===== src/rtl/tbs_pkg.sv =====
`timescale 1ns / 1ps
`default_nettype none
// ----------------------------------------------------------------------------
// Token bucket shaper package
// Sizes, codes and word layouts shared by the shaper modules.
// ----------------------------------------------------------------------------
package tbs_pkg;

	// Queue sizing.
	localparam int QUEUE_DEPTH = 16;
	localparam int PTR_W       = $clog2(QUEUE_DEPTH);
	localparam int FILL_W      = $clog2(QUEUE_DEPTH + 1);

	// Field widths.
	localparam int TOK_W    = 16;
	localparam int NUM_W    = 16;
	localparam int CNT_W    = 16;
	localparam int STATUS_W = 3;
	localparam int QCNT_W   = 5;

	// Stream word widths.
	localparam int IN_TDATA_W   = 16;
	localparam int OUT_FIELDS_W = NUM_W + 1 + NUM_W + TOK_W + TOK_W + QCNT_W + CNT_W + CNT_W;
	localparam int OUT_TDATA_W  = ((OUT_FIELDS_W + 7) / 8) * 8;

	// Register port.
	localparam int ADDR_W = 3;
	localparam int DATA_W = 32;
	localparam int REG_IDX_W = ADDR_W - 2;
	localparam logic [REG_IDX_W-1:0] REG_BUCKET_DEPTH = 1'b0;
	localparam logic [TOK_W-1:0] DEPTH_RESET = 16'd10;

	// Event kind carried on the input tuser.
	typedef enum logic {
		FUNC_PACKET = 1'b0,
		FUNC_TICK   = 1'b1
	} func_t;

	// Status of one event.
	typedef enum logic [STATUS_W-1:0] {
		ST_QUEUED   = 3'd0,
		ST_TOO_BIG  = 3'd1,
		ST_Q_FULL   = 3'd2,
		ST_TOK_ADD  = 3'd3,
		ST_TOK_DROP = 3'd4
	} status_t;

	// One waiting packet.
	typedef struct packed {
		logic [NUM_W-1:0] num;
		logic [TOK_W-1:0] need;
	} entry_t;

	// Queue commands from the core.
	typedef struct packed {
		logic   push;
		logic   pop;
		entry_t wr_entry;
	} q_ctrl_t;

	// Queue status to the core.
	typedef struct packed {
		logic [FILL_W-1:0] fill;
		logic              full;
		entry_t            head;
	} q_stat_t;

	// One result word.
	typedef struct packed {
		status_t           status;
		logic [NUM_W-1:0]  pnum;
		logic              released;
		logic [NUM_W-1:0]  rel_num;
		logic [TOK_W-1:0]  rel_tokens;
		logic [TOK_W-1:0]  level;
		logic [QCNT_W-1:0] qcount;
		logic [CNT_W-1:0]  pkt_drop;
		logic [CNT_W-1:0]  tok_drop;
	} result_t;

endpackage
`default_nettype wire


===== src/rtl/tbs_queue.sv =====
`timescale 1ns / 1ps
`default_nettype none
// ----------------------------------------------------------------------------
// Token bucket shaper wait queue
// Circular buffer of waiting packets with a head pointer and fill count.
// ----------------------------------------------------------------------------
module tbs_queue
	import tbs_pkg::*;
(
	input  wire logic    clk,
	input  wire logic    arst_n,
	input  wire q_ctrl_t ctrl,
	output q_stat_t      stat
);

	entry_t            mem_q [QUEUE_DEPTH];
	logic [PTR_W-1:0]  head_q;
	logic [FILL_W-1:0] fill_q;
	logic [PTR_W:0]    tail_sum;
	logic [PTR_W:0]    head_sum;
	logic [PTR_W-1:0]  tail_idx;
	logic [PTR_W-1:0]  head_nxt;

	// Tail slot and next head, both wrapped at the queue depth.
	always_comb begin
		tail_sum = {1'b0, head_q} + {1'b0, fill_q[PTR_W-1:0]};
		head_sum = {1'b0, head_q} + (PTR_W+1)'(1);
		if (tail_sum >= (PTR_W+1)'(QUEUE_DEPTH)) begin
			tail_idx = PTR_W'(tail_sum - (PTR_W+1)'(QUEUE_DEPTH));
		end else begin
			tail_idx = tail_sum[PTR_W-1:0];
		end
		if (head_sum >= (PTR_W+1)'(QUEUE_DEPTH)) begin
			head_nxt = PTR_W'(head_sum - (PTR_W+1)'(QUEUE_DEPTH));
		end else begin
			head_nxt = head_sum[PTR_W-1:0];
		end
	end

	// Entry storage; only occupied entries are ever read.
	always_ff @(posedge clk) begin
		if (ctrl.push) begin
			mem_q[tail_idx] <= ctrl.wr_entry;
		end
	end

	// Head pointer and fill count.
	always_ff @(posedge clk or negedge arst_n) begin
		if (!arst_n) begin
			head_q <= '0;
			fill_q <= '0;
		end else begin
			if (ctrl.pop) begin
				head_q <= head_nxt;
			end
			case ({ctrl.push, ctrl.pop})
				2'b10:   fill_q <= fill_q + FILL_W'(1);
				2'b01:   fill_q <= fill_q - FILL_W'(1);
				default: fill_q <= fill_q;
			endcase
		end
	end

	assign stat.fill = fill_q;
	assign stat.full = (fill_q == FILL_W'(QUEUE_DEPTH));
	assign stat.head = mem_q[head_q];

	// The fill count never passes the depth.
	a_fill_bound: assert property (@(posedge clk) disable iff (!arst_n)
		fill_q <= FILL_W'(QUEUE_DEPTH))
		else $error("queue fill above depth");

	// A pop needs a packet, either waiting or arriving now.
	a_pop_has_entry: assert property (@(posedge clk) disable iff (!arst_n)
		ctrl.pop |-> (fill_q != '0) || ctrl.push)
		else $error("pop from empty queue");

endmodule
`default_nettype wire


===== src/rtl/tbs_core.sv =====
`timescale 1ns / 1ps
`default_nettype none
// ----------------------------------------------------------------------------
// Token bucket shaper core
// Handles one event per cycle while ev_valid is high: bucket update, queue admission and release.
// ----------------------------------------------------------------------------
module tbs_core
	import tbs_pkg::*;
(
	input  wire logic             clk,
	input  wire logic             arst_n,
	input  wire logic             ev_valid,
	input  wire func_t            ev_func,
	input  wire logic [TOK_W-1:0] ev_need,
	input  wire logic [TOK_W-1:0] bucket_depth,
	output result_t               res
);

	logic [TOK_W-1:0]  level_q;
	logic [NUM_W-1:0]  arrival_q;
	logic [CNT_W-1:0]  pkt_drop_q;
	logic [CNT_W-1:0]  tok_drop_q;

	q_ctrl_t           qc;
	q_stat_t           qs;

	logic              is_pkt;
	logic [NUM_W-1:0]  pnum;
	logic              too_big;
	logic              push;
	logic              tok_drop;
	logic [TOK_W-1:0]  level_post;
	entry_t            head;
	logic              head_avail;
	logic              rel;
	logic [TOK_W-1:0]  level_new;
	logic [FILL_W-1:0] fill_new;
	logic              pkt_dropped;
	status_t           status;

	tbs_queue u_queue (
		.clk    (clk),
		.arst_n (arst_n),
		.ctrl   (qc),
		.stat   (qs)
	);

	// Event decode and the head release check.
	always_comb begin
		is_pkt     = (ev_func == FUNC_PACKET);
		pnum       = arrival_q + NUM_W'(1);
		too_big    = ev_need > bucket_depth;
		push       = is_pkt && !too_big && !qs.full;
		tok_drop   = level_q >= bucket_depth;
		pkt_dropped = is_pkt && !push;

		if (is_pkt) begin
			if (too_big) begin
				status = ST_TOO_BIG;
			end else if (qs.full) begin
				status = ST_Q_FULL;
			end else begin
				status = ST_QUEUED;
			end
		end else begin
			status = tok_drop ? ST_TOK_DROP : ST_TOK_ADD;
		end

		// A tick that is not dropped raises the level before the check.
		if (!is_pkt && !tok_drop) begin
			level_post = level_q + TOK_W'(1);
		end else begin
			level_post = level_q;
		end

		// An empty queue takes the arriving packet as its head at once.
		if (qs.fill == '0) begin
			head.num  = pnum;
			head.need = ev_need;
		end else begin
			head = qs.head;
		end
		head_avail = (qs.fill != '0) || push;
		rel        = head_avail && (head.need <= level_post);
		level_new  = rel ? level_post - head.need : level_post;
		fill_new   = qs.fill + FILL_W'(push) - FILL_W'(rel);

		qc.push     = ev_valid && push;
		qc.pop      = ev_valid && rel;
		qc.wr_entry.num  = pnum;
		qc.wr_entry.need = ev_need;
	end

	// Bucket level, packet numbering and saturating drop counters.
	always_ff @(posedge clk or negedge arst_n) begin
		if (!arst_n) begin
			level_q    <= '0;
			arrival_q  <= '0;
			pkt_drop_q <= '0;
			tok_drop_q <= '0;
		end else if (ev_valid) begin
			level_q <= level_new;
			if (is_pkt) begin
				arrival_q <= pnum;
			end
			if (pkt_dropped && (pkt_drop_q != '1)) begin
				pkt_drop_q <= pkt_drop_q + CNT_W'(1);
			end
			if (!is_pkt && tok_drop && (tok_drop_q != '1)) begin
				tok_drop_q <= tok_drop_q + CNT_W'(1);
			end
		end
	end

	// Result word as seen after this event.
	always_comb begin
		res.status     = status;
		res.pnum       = is_pkt ? pnum : '0;
		res.released   = rel;
		res.rel_num    = rel ? head.num : '0;
		res.rel_tokens = rel ? head.need : '0;
		res.level      = level_new;
		res.qcount     = QCNT_W'(fill_new);
		res.pkt_drop   = (pkt_dropped && (pkt_drop_q != '1)) ? pkt_drop_q + CNT_W'(1)
			: pkt_drop_q;
		res.tok_drop   = (!is_pkt && tok_drop && (tok_drop_q != '1))
			? tok_drop_q + CNT_W'(1) : tok_drop_q;
	end

	// A released packet never takes more tokens than the bucket holds.
	a_release_covered: assert property (@(posedge clk) disable iff (!arst_n)
		(ev_valid && rel) |-> (head.need <= level_post))
		else $error("release without enough tokens");

	// Every arrival advances the packet number by one.
	a_number_step: assert property (@(posedge clk) disable iff (!arst_n)
		(ev_valid && is_pkt) |=> (arrival_q == $past(arrival_q) + NUM_W'(1)))
		else $error("packet number did not advance");

endmodule
`default_nettype wire


===== src/rtl/token_bucket_shaper.sv =====
`timescale 1ns / 1ps
`default_nettype none
// ----------------------------------------------------------------------------
// Token bucket shaper
// Top level: stream ports, register port, input and result registers.
// ----------------------------------------------------------------------------
// The shaper takes one event word per clock while downstream keeps up, a packet
// arrival or a token tick, and returns exactly one status word for it. A word
// passes from the input register through the core into the result register,
// from which it is offered downstream; the throughput is one word per cycle
// while m_tready is high, set by the update loop of the bucket level and the
// queue pointers. A finished word waits in the result register while the next
// event is taken. The bucket depth register lies at byte address 0 and should
// only be written while no words are in flight. No clearing pass follows reset.
module token_bucket_shaper
	import tbs_pkg::*;
(
	input  wire logic                   clk,
	input  wire logic                   arst_n,

	// Event stream.
	input  wire logic                   s_tvalid,
	output logic                        s_tready,
	input  wire logic [IN_TDATA_W-1:0]  s_tdata,  // [15:0] tokens_needed
	input  wire logic                   s_tuser,  // [0] func

	// Status stream.
	output logic                        m_tvalid,
	input  wire logic                   m_tready,
	// [15:0] packet_number, [16] released, [32:17] released_number,
	// [48:33] released_tokens, [64:49] bucket_level, [69:65] queue_count,
	// [85:70] packets_dropped, [101:86] tokens_dropped, rest zero
	output logic [OUT_TDATA_W-1:0]      m_tdata,
	output logic [STATUS_W-1:0]         m_tuser,  // [2:0] status

	// Register port.
	input  wire logic                   psel,
	input  wire logic                   penable,
	input  wire logic                   pwrite,
	input  wire logic [ADDR_W-1:0]      paddr,
	input  wire logic [DATA_W-1:0]      pwdata,
	output logic [DATA_W-1:0]           prdata,
	output logic                        pready
);

	logic [TOK_W-1:0] depth_q;
	logic             cfg_we;

	logic             valid_s1;
	func_t            func_s1;
	logic [TOK_W-1:0] need_s1;
	logic             advance;

	result_t          res;
	logic             valid_s2;
	result_t          res_s2;

	// Register port: always ready, one register.
	assign pready = 1'b1;
	assign cfg_we = psel && penable && pwrite && pready;

	always_ff @(posedge clk or negedge arst_n) begin
		if (!arst_n) begin
			depth_q <= DEPTH_RESET;
		end else if (cfg_we && (paddr[ADDR_W-1:2] == REG_BUCKET_DEPTH)) begin
			depth_q <= pwdata[TOK_W-1:0];
		end
	end

	always_comb begin
		if (psel && (paddr[ADDR_W-1:2] == REG_BUCKET_DEPTH)) begin
			prdata = DATA_W'(depth_q);
		end else begin
			prdata = '0;
		end
	end

	// The word in the input register moves on when the result register frees.
	assign advance  = valid_s1 && (!valid_s2 || m_tready);
	assign s_tready = !valid_s1 || advance;

	always_ff @(posedge clk or negedge arst_n) begin
		if (!arst_n) begin
			valid_s1 <= 1'b0;
		end else if (s_tready) begin
			valid_s1 <= s_tvalid;
		end
	end

	always_ff @(posedge clk) begin
		if (s_tvalid && s_tready) begin
			func_s1 <= func_t'(s_tuser);
			need_s1 <= s_tdata[TOK_W-1:0];
		end
	end

	tbs_core u_core (
		.clk          (clk),
		.arst_n       (arst_n),
		.ev_valid     (advance),
		.ev_func      (func_s1),
		.ev_need      (need_s1),
		.bucket_depth (depth_q),
		.res          (res)
	);

	// Result register.
	always_ff @(posedge clk or negedge arst_n) begin
		if (!arst_n) begin
			valid_s2 <= 1'b0;
		end else if (advance) begin
			valid_s2 <= 1'b1;
		end else if (m_tready) begin
			valid_s2 <= 1'b0;
		end
	end

	always_ff @(posedge clk) begin
		if (advance) begin
			res_s2 <= res;
		end
	end

	assign m_tvalid = valid_s2;
	assign m_tuser  = res_s2.status;
	assign m_tdata  = OUT_TDATA_W'({res_s2.tok_drop, res_s2.pkt_drop, res_s2.qcount,
		res_s2.level, res_s2.rel_tokens, res_s2.rel_num, res_s2.released, res_s2.pnum});

	// A word leaving the input register is shown on the next cycle.
	a_result_follows: assert property (@(posedge clk) disable iff (!arst_n)
		advance |=> m_tvalid)
		else $error("result word lost after advance");

endmodule
`default_nettype wire

===== config.mk =====
export PLATFORM = sky130hd
export DESIGN_NAME = token_bucket_shaper
export DESIGN_NICKNAME = d
export VERILOG_FILES = /design/src/rtl/tbs_pkg.sv /design/src/rtl/tbs_queue.sv /design/src/rtl/tbs_core.sv /design/src/rtl/token_bucket_shaper.sv
export SDC_FILE = /design/constraint.sdc
export NUM_CORES = 1
export LEC_CHECK = 0
export CORE_MARGIN = 4
export CORE_UTILIZATION = 57
export DETAILED_ROUTE_END_ITERATION = 16
export DONT_BUFFER_PORTS = 1
export PLACE_DENSITY = 0.78
export SYNTH_ARGS = -nofsm -noshare
export SYNTH_HDL_FRONTEND = slang
export SYNTH_SLANG_ARGS = --single-unit

===== constraint.sdc =====
create_clock -name clk -period 5 [get_ports clk]
set_input_delay 1.25 -clock clk [delete_from_list [all_inputs] [get_ports clk]]
set_output_delay 1.25 -clock clk [all_outputs]
set_load 0.02 [all_outputs]

* Word-level counts from Yosys, hierarchy flattened
Memory sizes are Yosys's and may differ from the RTL's.
Cells that the tools add are included.
W data, S select, Z words.
** Operators by class
- Bitwise logic cells :: 2
- Add/subtract/negate cells :: 13
- Multiplexer cells :: 17
- Order comparisons :: 5
- Eq/ne operators :: 5
- Reduce and logical (&&, ||, !) cells :: 30
** Operator list (count)
- $mux W16 :: 5
- $add A16 B1 Y16 const B :: 4
- $mux W32 :: 1
- $ne A16 B16 Y1 const B :: 2
- $ge A16 B16 Y1 :: 1
- $gt A16 B16 Y1 :: 1
- $le A16 B16 Y1 :: 1
- $logic_and A1 B1 Y1 :: 16
- $sub A16 B16 Y16 :: 1
- $ge A5 B5 Y1 const B :: 2
- $pmux W5 S2 :: 1
- $mux W4 :: 2
- $sub A4 B1 Y4 const B :: 2
- $logic_not A1 Y1 :: 6
- $mux W3 :: 2
- $add A4 B1 Y5 const B :: 1
- $add A4 B4 Y5 :: 1
- $add A5 B1 Y5 :: 1
- $add A5 B1 Y5 const B :: 1
- $eq A5 B5 Y1 const B :: 1
- $logic_not A5 Y1 :: 1
- $reduce_bool A5 Y1 :: 1
- $sub A5 B1 Y5 :: 1
- $sub A5 B1 Y5 const B :: 1
- other kinds (8) :: 16
** Storage, ports and cells
- Memories kept :: 1
- RAM bits :: 512
- Bits in registers :: 213
** Memory list
- u_core.u_queue.mem_q :: depth 16, width 32, rd ports 1, clocked after memory_dff 0, write ports 1, line tbs_queue.sv:16 : entry_t mem_q [QUEUE_DEPTH];

* Longest topological paths before layout
Gate-level depths: netlist (run 1).
- Depth in word-level cells :: 9
- Depth in mapped cells :: 29

* Modules after synthesis
Synthesis (run 1) repeated with hierarchy kept, for this count alone.
** Second synthesis, totals
- Cells, all modules :: 1853
- Area, all modules :: 30954.7 µm²
** Modules (own cells, without submodules)
- tbs_queue :: seq. area each 15600.0 µm², cells an instance 874, instances 1, area an instance 19889.1 µm²
- tbs_core :: seq. area each 1601.5 µm², cells an instance 776, instances 1, area an instance 6396.1 µm²
- token_bucket_shaper :: seq. area each 4116.4 µm², cells an instance 203, instances 1, area an instance 4669.5 µm²

* Worst setup path before layout (run 1)
Ideal clock, no wire load.
- Path type :: flip-flop to flip-flop
- From :: register u_core.u_queue.head_q[0]
- To :: register res_s2 (netlist bit m_tdata[69]) (data pin)
- Data arrival time :: 5.307 ns
- Required time :: 4.742 ns
- Slack :: -0.565 ns
- Setup time :: 0.258 ns
- Clock period less this slack :: 5.565 ns
- Cell stages (with the launch flop) :: 25
- Cells stage by stage :: dfrtp_1 clkbuf_1 buf_2 buf_1 mux4_2 mux4_2 mux2i_1 ha_1 or2_2 a31oi_1 a21oi_1 o21ai_0 a21oi_1 o21ai_4 inv_4 buf_6 buf_4 ha_1 inv_1 ha_1 fa_1 a21oi_1 nor2_1 nor2_1 xnor2_1
** RTL lines
- start: declaration :: line tbs_queue.sv:17 : logic [PTR_W-1:0] head_q;
- start signal: assignment :: line tbs_queue.sv:54 : head_q <= head_nxt;
- end signal: assignment :: line token_bucket_shaper.sv:120 : res_s2 <= res;
- end: declaration :: line token_bucket_shaper.sv:56 : result_t res_s2;

==> run metrics, run 1 <==
Max Transition Viols Final 0; Sw Pwr 0.00508 W; post-cts hold buffer count 0; num ports 201; FF+latch count, synth 725; port bufs 0; Critical Path RT 5.53 ns; reg2reg path depth 27; Min Clock Period, post-route 5.11 ns; MaxCap Viol Count 0; Clk pin slew, worst setup/hold paths 0.06 ns; Total Routed Length 76,100 um; register area share after synthesis 0.691; clock power share 0.311; FFs w/ async S/R, synth 0.126; crit path max fanout 4; Fin. Hold Viols 0; GRT Overall Usage 0.264; DRC viols 0; Hold Slack 0.343 ns; highest clock rate 196 MHz; maximum VDD drop 241 uV; violated checks negative setup slack; Final nets 2,099; clock tree from TritonCTS done; placed inst area 33,000 um2; RD Place Congestion 0.865; status finished with violations; Critical R2R Capture u_core.u_queue.fill_q[3]; Syn Inst Count 1,781; antenna violations before repair 2; DR iter-0 viols 2,246; row cnt 85; gr busiest metal met2; RSZ-0062 raised after global routing yes; worst min-delay path class input pin to async pin; worst-skew pair later-pin latency 0.61 ns; synth unique cells 64; Chip Width 241 um; final instance area 35,800 um2; Vias/cell 6.39; synthesized area per cell 17.3 um2; dpl cells 2,575; Pre-Repair DR Iteration Count 5; worst setup path endpoint u_core.u_queue.fill_q[3]; Area Growth Syn to Fin 16.0%; Synth Flop Type edfxtp_1; die area 57,900 um2; Global Route met2 Usage 0.426; vias 17,397; R2R Setup Slk -0.11 ns; Routed Antenna Nets 0; H-tree depth 3; final worst-path setup slack -0.107 ns; most frequent cells in the layout edfxtp_1 (634), buf_4 (174), mux4_2 (160), nand2_1 (104), dfrtp_1 (86); WP data arrival 5.64 ns; Mapped Area 30,900 um2; kind of end point of the critical path flop; Crit Path Class flop to flop; pwr dens 487 nW/um2; Fillers 3,330; area of the core 53,700 um2; CTS Sinks 725; r2r startpoint depth_q[1]; CP startpoint depth_q[1]; final non-filler cell total 2,723; Clock Skew 0.0233 ns; final setup violation count 4; vias in the first global route 17,385; Initial Util 0.575; Synth warnings 0; most common cell after layout, fill and taps aside edfxtp_1; Slew @ Worst Pin 1.18 ns; M1 GR Usage 0.377; LEAKAGE 12.7 nW; Die Span Y 241 um; Final period util 1.02; Post-synth EDFFs 634; grt total ovfl 0; Slew headroom 0.207; routed wire length per instance 28.0 um; cts bufs inserted 72; share of layout cells above drive strength 1 0.289; Gate power share 0.247; clk buf depth 3; Detailed Place HPWL 43,400 um; pin count of the biggest net entering global routing 92; Sw Ratio 0.291; GRT met3 Usage 0.0502; crit path launch type flop; sequential share of power 0.442; root buffer cell clkbuf_16; internal power 0.0123 W; first-pass GRT wire length 113,000 um; setup TNS -0.272 ns
how the worst min path moves through the flow:
| stage | startpoint | endpoint | slack, ns | cells after the start |
|---|---|---|---|---|
| after floorplan | valid_s1 | m_tvalid | 0.46 | 1 |
| after global placement | valid_s1 | m_tvalid | 0.47 | 1 |
| after detailed placement | valid_s1 | m_tvalid | 0.48 | 1 |
| after CTS | arst_n | u_core.u_queue.head_q[2] | 0.31 | 0 |
| after global routing | arst_n | depth_q[12] | 0.33 | 0 |
| final | arst_n | u_core.level_q[12] | 0.34 | 0 |
final cells by class:
| class | count | area [um2] | share of cell area |
|---|---|---|---|
| Antenna cell | 1 | 2.50 | 0.0000699 |
| Clock inverter | 37 | 384 | 0.0107 |
| Tap cell | 696 | 871 | 0.0243 |
| Clock buffer | 92 | 1970 | 0.0550 |
| Inverter | 38 | 150 | 0.00419 |
| Sequential cell | 725 | 21300 | 0.596 |
| Timing Repair Buffer | 193 | 1660 | 0.0464 |
| Multi-Input combinational cell | 941 | 9440 | 0.264 |
through the flow:
step	util	setup WS [ns]	power, W
global placement	0.615	-0.321	0.0116
finish	0.667	-0.107	0.0174
detailed placement	0.615	-0.370	0.0118
global route	0.667	-0.324	0.0181
CTS	0.665	-0.0240	0.0174
floorplan	-	-0.216	0.0102
power groups by stage:
stage               clock network, W  logic [W]  registers, W
global placement                   0    0.00383       0.00779
detailed placement                 0    0.00395       0.00781
finish                       0.00542    0.00431       0.00770
floorplan                          0    0.00250       0.00775
global route                 0.00576    0.00464       0.00774
CTS                          0.00548    0.00419       0.00770
cell usage after synthesis, types with 3 or more instances:
| library cell | number | area (um2) |
|---|---|---|
| buf_2 | 5 | 25.0 |
| inv_1 | 37 | 139 |
| xor2_1 | 60 | 526 |
| nor2b_1 | 7 | 43.8 |
| buf_1 | 17 | 63.8 |
| clkbuf_1 | 50 | 188 |
| or3_1 | 5 | 31.3 |
| nor2_1 | 89 | 334 |
| nor3_1 | 27 | 135 |
| mux4_2 | 160 | 3600 |
| o21ai_0 | 23 | 115 |
| nand2b_1 | 5 | 31.3 |
| o21a_1 | 7 | 52.6 |
| nand3_1 | 33 | 165 |
| buf_4 | 20 | 150 |
| and2_1 | 36 | 225 |
| mux2_2 | 42 | 473 |
| o31ai_1 | 4 | 30.0 |
| xnor2_1 | 71 | 622 |
| or4_1 | 4 | 30.0 |
| fa_1 | 3 | 60.1 |
| dfrtp_1 | 89 | 2230 |
| edfxtp_1 | 634 | 19000 |
| nand4_1 | 20 | 125 |
| o2bb2ai_1 | 3 | 26.3 |
| a21oi_1 | 49 | 245 |
| nor4_1 | 11 | 68.8 |
| mux2i_1 | 25 | 250 |
| a21o_1 | 11 | 82.6 |
| and3_1 | 16 | 100 |
| ha_1 | 66 | 826 |
| a31oi_1 | 3 | 18.8 |
| nand2_1 | 104 | 390 |
| and4_1 | 5 | 43.8 |
flip-flops by register name (all words and copies together) (netlist names), 4 cells and up:
register	cells
u_core.level_q	16
u_core.arrival_q	16
u_core.pkt_drop_q	16
depth_q	16
m_tdata	102
u_core.u_queue.fill_q	5
u_core.u_queue.mem_q	512
need_s1	16
u_core.u_queue.head_q	4
u_core.tok_drop_q	16
timing repair:
item,4_1_cts,5_1_grt
pin swaps,28,21
cloned,1,0
endpoints found under the setup margin,13,24
gates resized for setup,42,15
setup buffers,13,4
critical path: stages, from the launching register on:
cell	delay, ns
dfstp_2	0.55
inv_2	0.05
ha_4	0.16
nor3b_2	0.17
o21ai_1	0.12
a32oi_2	0.27
nand3_2	0.16
or4_4	0.55
nor3_4	0.19
xor2_2	0.30
ha_4	0.19
nand2_1	0.05
o21a_1	0.22
a21oi_1	0.15
o21ai_1	0.10
a21oi_2	0.25
o21ai_4	0.11
buf_6	0.14
nor2_4	0.12
buf_4	0.12
buf_4	0.12
ha_1	0.21
buf_4	0.13
nand2_1	0.04
o21ai_0	0.13
a22oi_1	0.15
xor2_1	0.16
o21ai_0	0.17
routing by layer:
metal | routed length, um | up-vias
met5 | 0 | -
met1 | 29600 | 8872
met4 | 2180 | 0
met3 | 7480 | 156
met2 | 36900 | 1100
li1 | - | 7269
logic make-up (layout without fill, tap and decap cells):
logic type	after synthesis	after routing	synth area share
AOI/OAI and AO/OA	124	124	0.0251
muxes	228	228	0.141
and+or+nand+nor	370	370	0.0582
xor gates and xnor gates	131	131	0.0372
buffers and inverters	132	360	0.0193
adders and majority gates	69	69	0.0287
DFF	725	725	0.691
other	2	20	0.000243
Power figures use the tool's default switching activity.
==> run 2, diff against run 1 <==
--- a/config.mk
+++ b/config.mk
@@ -5,11 +5,13 @@
 export SDC_FILE = /design/constraint.sdc
 export NUM_CORES = 1
 export LEC_CHECK = 0
+export ABC_AREA = 1
 export CORE_MARGIN = 4
-export CORE_UTILIZATION = 57
+export CORE_UTILIZATION = 58
+export CTS_CLUSTER_DIAMETER = 60
 export DETAILED_ROUTE_END_ITERATION = 16
 export DONT_BUFFER_PORTS = 1
-export PLACE_DENSITY = 0.78
+export PLACE_DENSITY = 0.79
 export SYNTH_ARGS = -nofsm -noshare
 export SYNTH_HDL_FRONTEND = slang
 export SYNTH_SLANG_ARGS = --single-unit
==> run metrics, run 2 <==
status finished clean; grt total ovfl 0; RD Place Congestion 0.921; LEAKAGE 13.1 nW; pin count of the biggest net entering global routing 112; synthesized area per cell 11.4 um2; synth top area cells edfxtp_1 (60%), dfrtp_1 (7.0%), o21ai_0 (5.1%); Syn Inst Count 2,791; register area share after synthesis 0.668; first-pass GRT wire length 126,000 um; Worst path slowest cell dfrtp_4; Critical Path RT 5.34 ns; Reg with most FFs u_core.u_queue.mem_q; DR iter-0 viols 2,895; vias in the first global route 21,887; WL met2 41,100 um; Detailed Place HPWL 49,100 um; Synth top area share 0.596; GRT Overall Usage 0.272; Gate power share 0.437; Mapped Area 31,900 um2; Synth warnings 0; Clock Skew 0.0217 ns; Area Growth Syn to Fin 12.6%; dpl ws 0.00710 ns; highest clock rate 207 MHz; Critical R2R Capture m_tdata[69]; Chip Width 243 um; port bufs 0; Routed Antenna Nets 0; Slew headroom 0.107; cell with the most instances after synthesis edfxtp_1; FFs w/ async S/R, synth 0.126; Fin. Hold Viols 0; clock power share 0.206; Final nets 2,959; final setup violation count 0; worst-skew pair later-pin latency 0.61 ns; area of the core 54,100 um2; Initial Util 0.590; Final period util 0.964; Top delay family on crit path compound AO/OA/AOI/OAI gates; max layer used met5; max FFs per register 512; root buffer cell clkbuf_16; num ports 201; reg2reg path depth 24; most common cell after layout, fill and taps aside edfxtp_1; final worst-path setup slack 0.180 ns; maximum VDD drop 560 uV; most frequent cells in the layout edfxtp_1 (634), nor2_1 (382), nand2_1 (353), o21ai_0 (317), nand3_1 (164); vias 22,496; FF+latch count, synth 725; Die Span Y 243 um; Sw Ratio 0.415; area leader, netlist edfxtp_1; H-tree depth 3; Total Routed Length 83,200 um; cts bufs inserted 72; Max Transition Viols Final 0; slowest stage delay, CP 0.56 ns; Min Clock Period, post-route 4.82 ns; Post-synth top cells edfxtp_1 (634), nor2_1 (400), nand2_1 (359), o21ai_0 (323), nand3_1 (166); sequential share of power 0.357; CTS Sinks 725; Slew @ Worst Pin 1.34 ns; synth unique cells 46; Synth Flop Type edfxtp_1; kind of end point of the critical path flop; row cnt 85; metal1 wirelength 31,200 um; antenna violations before repair 5; clock tree from TritonCTS done; crit path launch type flop; clk buf depth 3; R2R Setup Slk 0.18 ns; Sw Pwr 0.0106 W; pwr dens 712 nW/um2; critical path, cell by cell inv_8 -> buf_4 -> o21ai_0 -> o22ai_1 -> nor2_1 -> o211ai_1 -> o21ai_2 -> ha_4 -> buf_4 -> nand2_2 -> nor2_4 -> nand2_2 -> o311ai_4 -> nand2_4 -> buf_4 -> inv_1 -> ha_1 -> inv_1 -> ha_2 -> fa_2 -> a21oi_2 -> nor2_1 -> nor2_1 -> xor2_1; post-cts hold buffer count 0; Pre-Repair DR Iteration Count 6; die area 58,900 um2; Post-synth EDFFs 634; DRC viols 0; routed wire length per instance 23.2 um; Vias/cell 6.28; WP data arrival 5.16 ns; worst min-delay path class input pin to async pin; share of layout cells above drive strength 1 0.106; Hold Slack 0.348 ns; buffers and inverters on the worst path 6; Crit Path Class flop to flop; r2r startpoint u_core.u_queue.head_q[0]; internal power 0.0150 W; crit path max fanout 32; Clk pin slew, worst setup/hold paths 0.06 ns; Crit. path cell count 24; Pwr Total 0.0256 W; MaxCap Viol Count 0; metal3 WL 8300 um
-- run 2: cell types whose count changed after synthesis, sizes merged, moves of 60 or more --
cell	change
o21ai	+318
inv	+125
nand2	+261
xnor2	-60
nor2	+315
nand3	+135
mux4	-160
o221ai	+104
-- run 2: through the flow --
stage                     area [um2]   util  instances  setup TNS [ns]
after CTS                      35400  0.654       3563               0
after global routing           35900  0.664       3583         -0.0989
final                          35900  0.664       3585               0
after detailed placement       33100  0.612       3432               0
after global placement         33100  0.612       3432               0
after floorplan                32000      -       2808               0
-- run 2: area by class of cell --
class	instances	area, um2
clock inverters	28	292
clock buffers	102	2000
diodes	2	5.00
repair buffers	113	1160
multi-input cells	1752	9630
well taps	696	871
inverters	167	647
flip-flops and latches	725	21300
fillers	3699	18200
-- run 2: worst register-to-register path: cells and delay by family (launching register included) --
family	cells	cell delay [ns]
XOR/XNOR	1	0.07
AO/OA/AOI/OAI	6	1.42
adder cells (fa/ha/maj)	4	1.01
buffers and inverters	6	0.87
AND/OR/NAND/NOR	7	0.61
flip-flops	1	0.56
-- run 2: logic make-up (layout without fill, tap and decap cells) --
logic type               after synthesis  in the layout  synth area share
other                                  2             21          0.000235
AND/OR/NAND/NOR                     1017           1017             0.134
XOR/XNOR                              62             62            0.0170
AO/OA/AOI/OAI                        585            585             0.109
flip-flops                           725            725             0.668
adder cells (fa/ha/maj)               69             69            0.0278
buffers and inverters                331            410            0.0441
-- run 2: worst max path at each step --
stage / startpoint / endpoint / slack, ns
floorplan: depth_q[3] / m_tdata[69] / 0.31
global placement: depth_q[3] / m_tdata[69] / 0.06
detailed placement: depth_q[3] / u_core.u_queue.fill_q[4] / 0.007
CTS: depth_q[3] / u_core.u_queue.fill_q[4] / 0.002
global route: depth_q[3] / u_core.u_queue.fill_q[4] / -0.07
finish: u_core.u_queue.head_q[0] / m_tdata[69] / 0.18
-- run 2: what timing repair did --
action | CTS | global route
buffers inserted | 1 | 17
pin swaps | 1 | 21
resized for setup | 0 | 63
setup endpoints to repair | 1 | 5
gates cloned | 0 | 3
-- run 2: power groups by stage --
| stage | sequential [W] | clock, W | combinational (W) |
|---|---|---|---|
| final | 0.00914 | 0.00528 | 0.0112 |
| after floorplan | 0.00903 | 0 | 0.00679 |
| after global placement | 0.00920 | 0 | 0.00970 |
| after global routing | 0.00921 | 0.00557 | 0.0121 |
| after CTS | 0.00912 | 0.00531 | 0.0102 |
| after detailed placement | 0.00921 | 0 | 0.0100 |
-- run 2: routing by layer --
metal	GRT usage	up-vias
li1	-	10019
met1	0.358	10934
met2	0.461	1305
met3	0.0501	236
met4	0.0961	2
met5	0	-
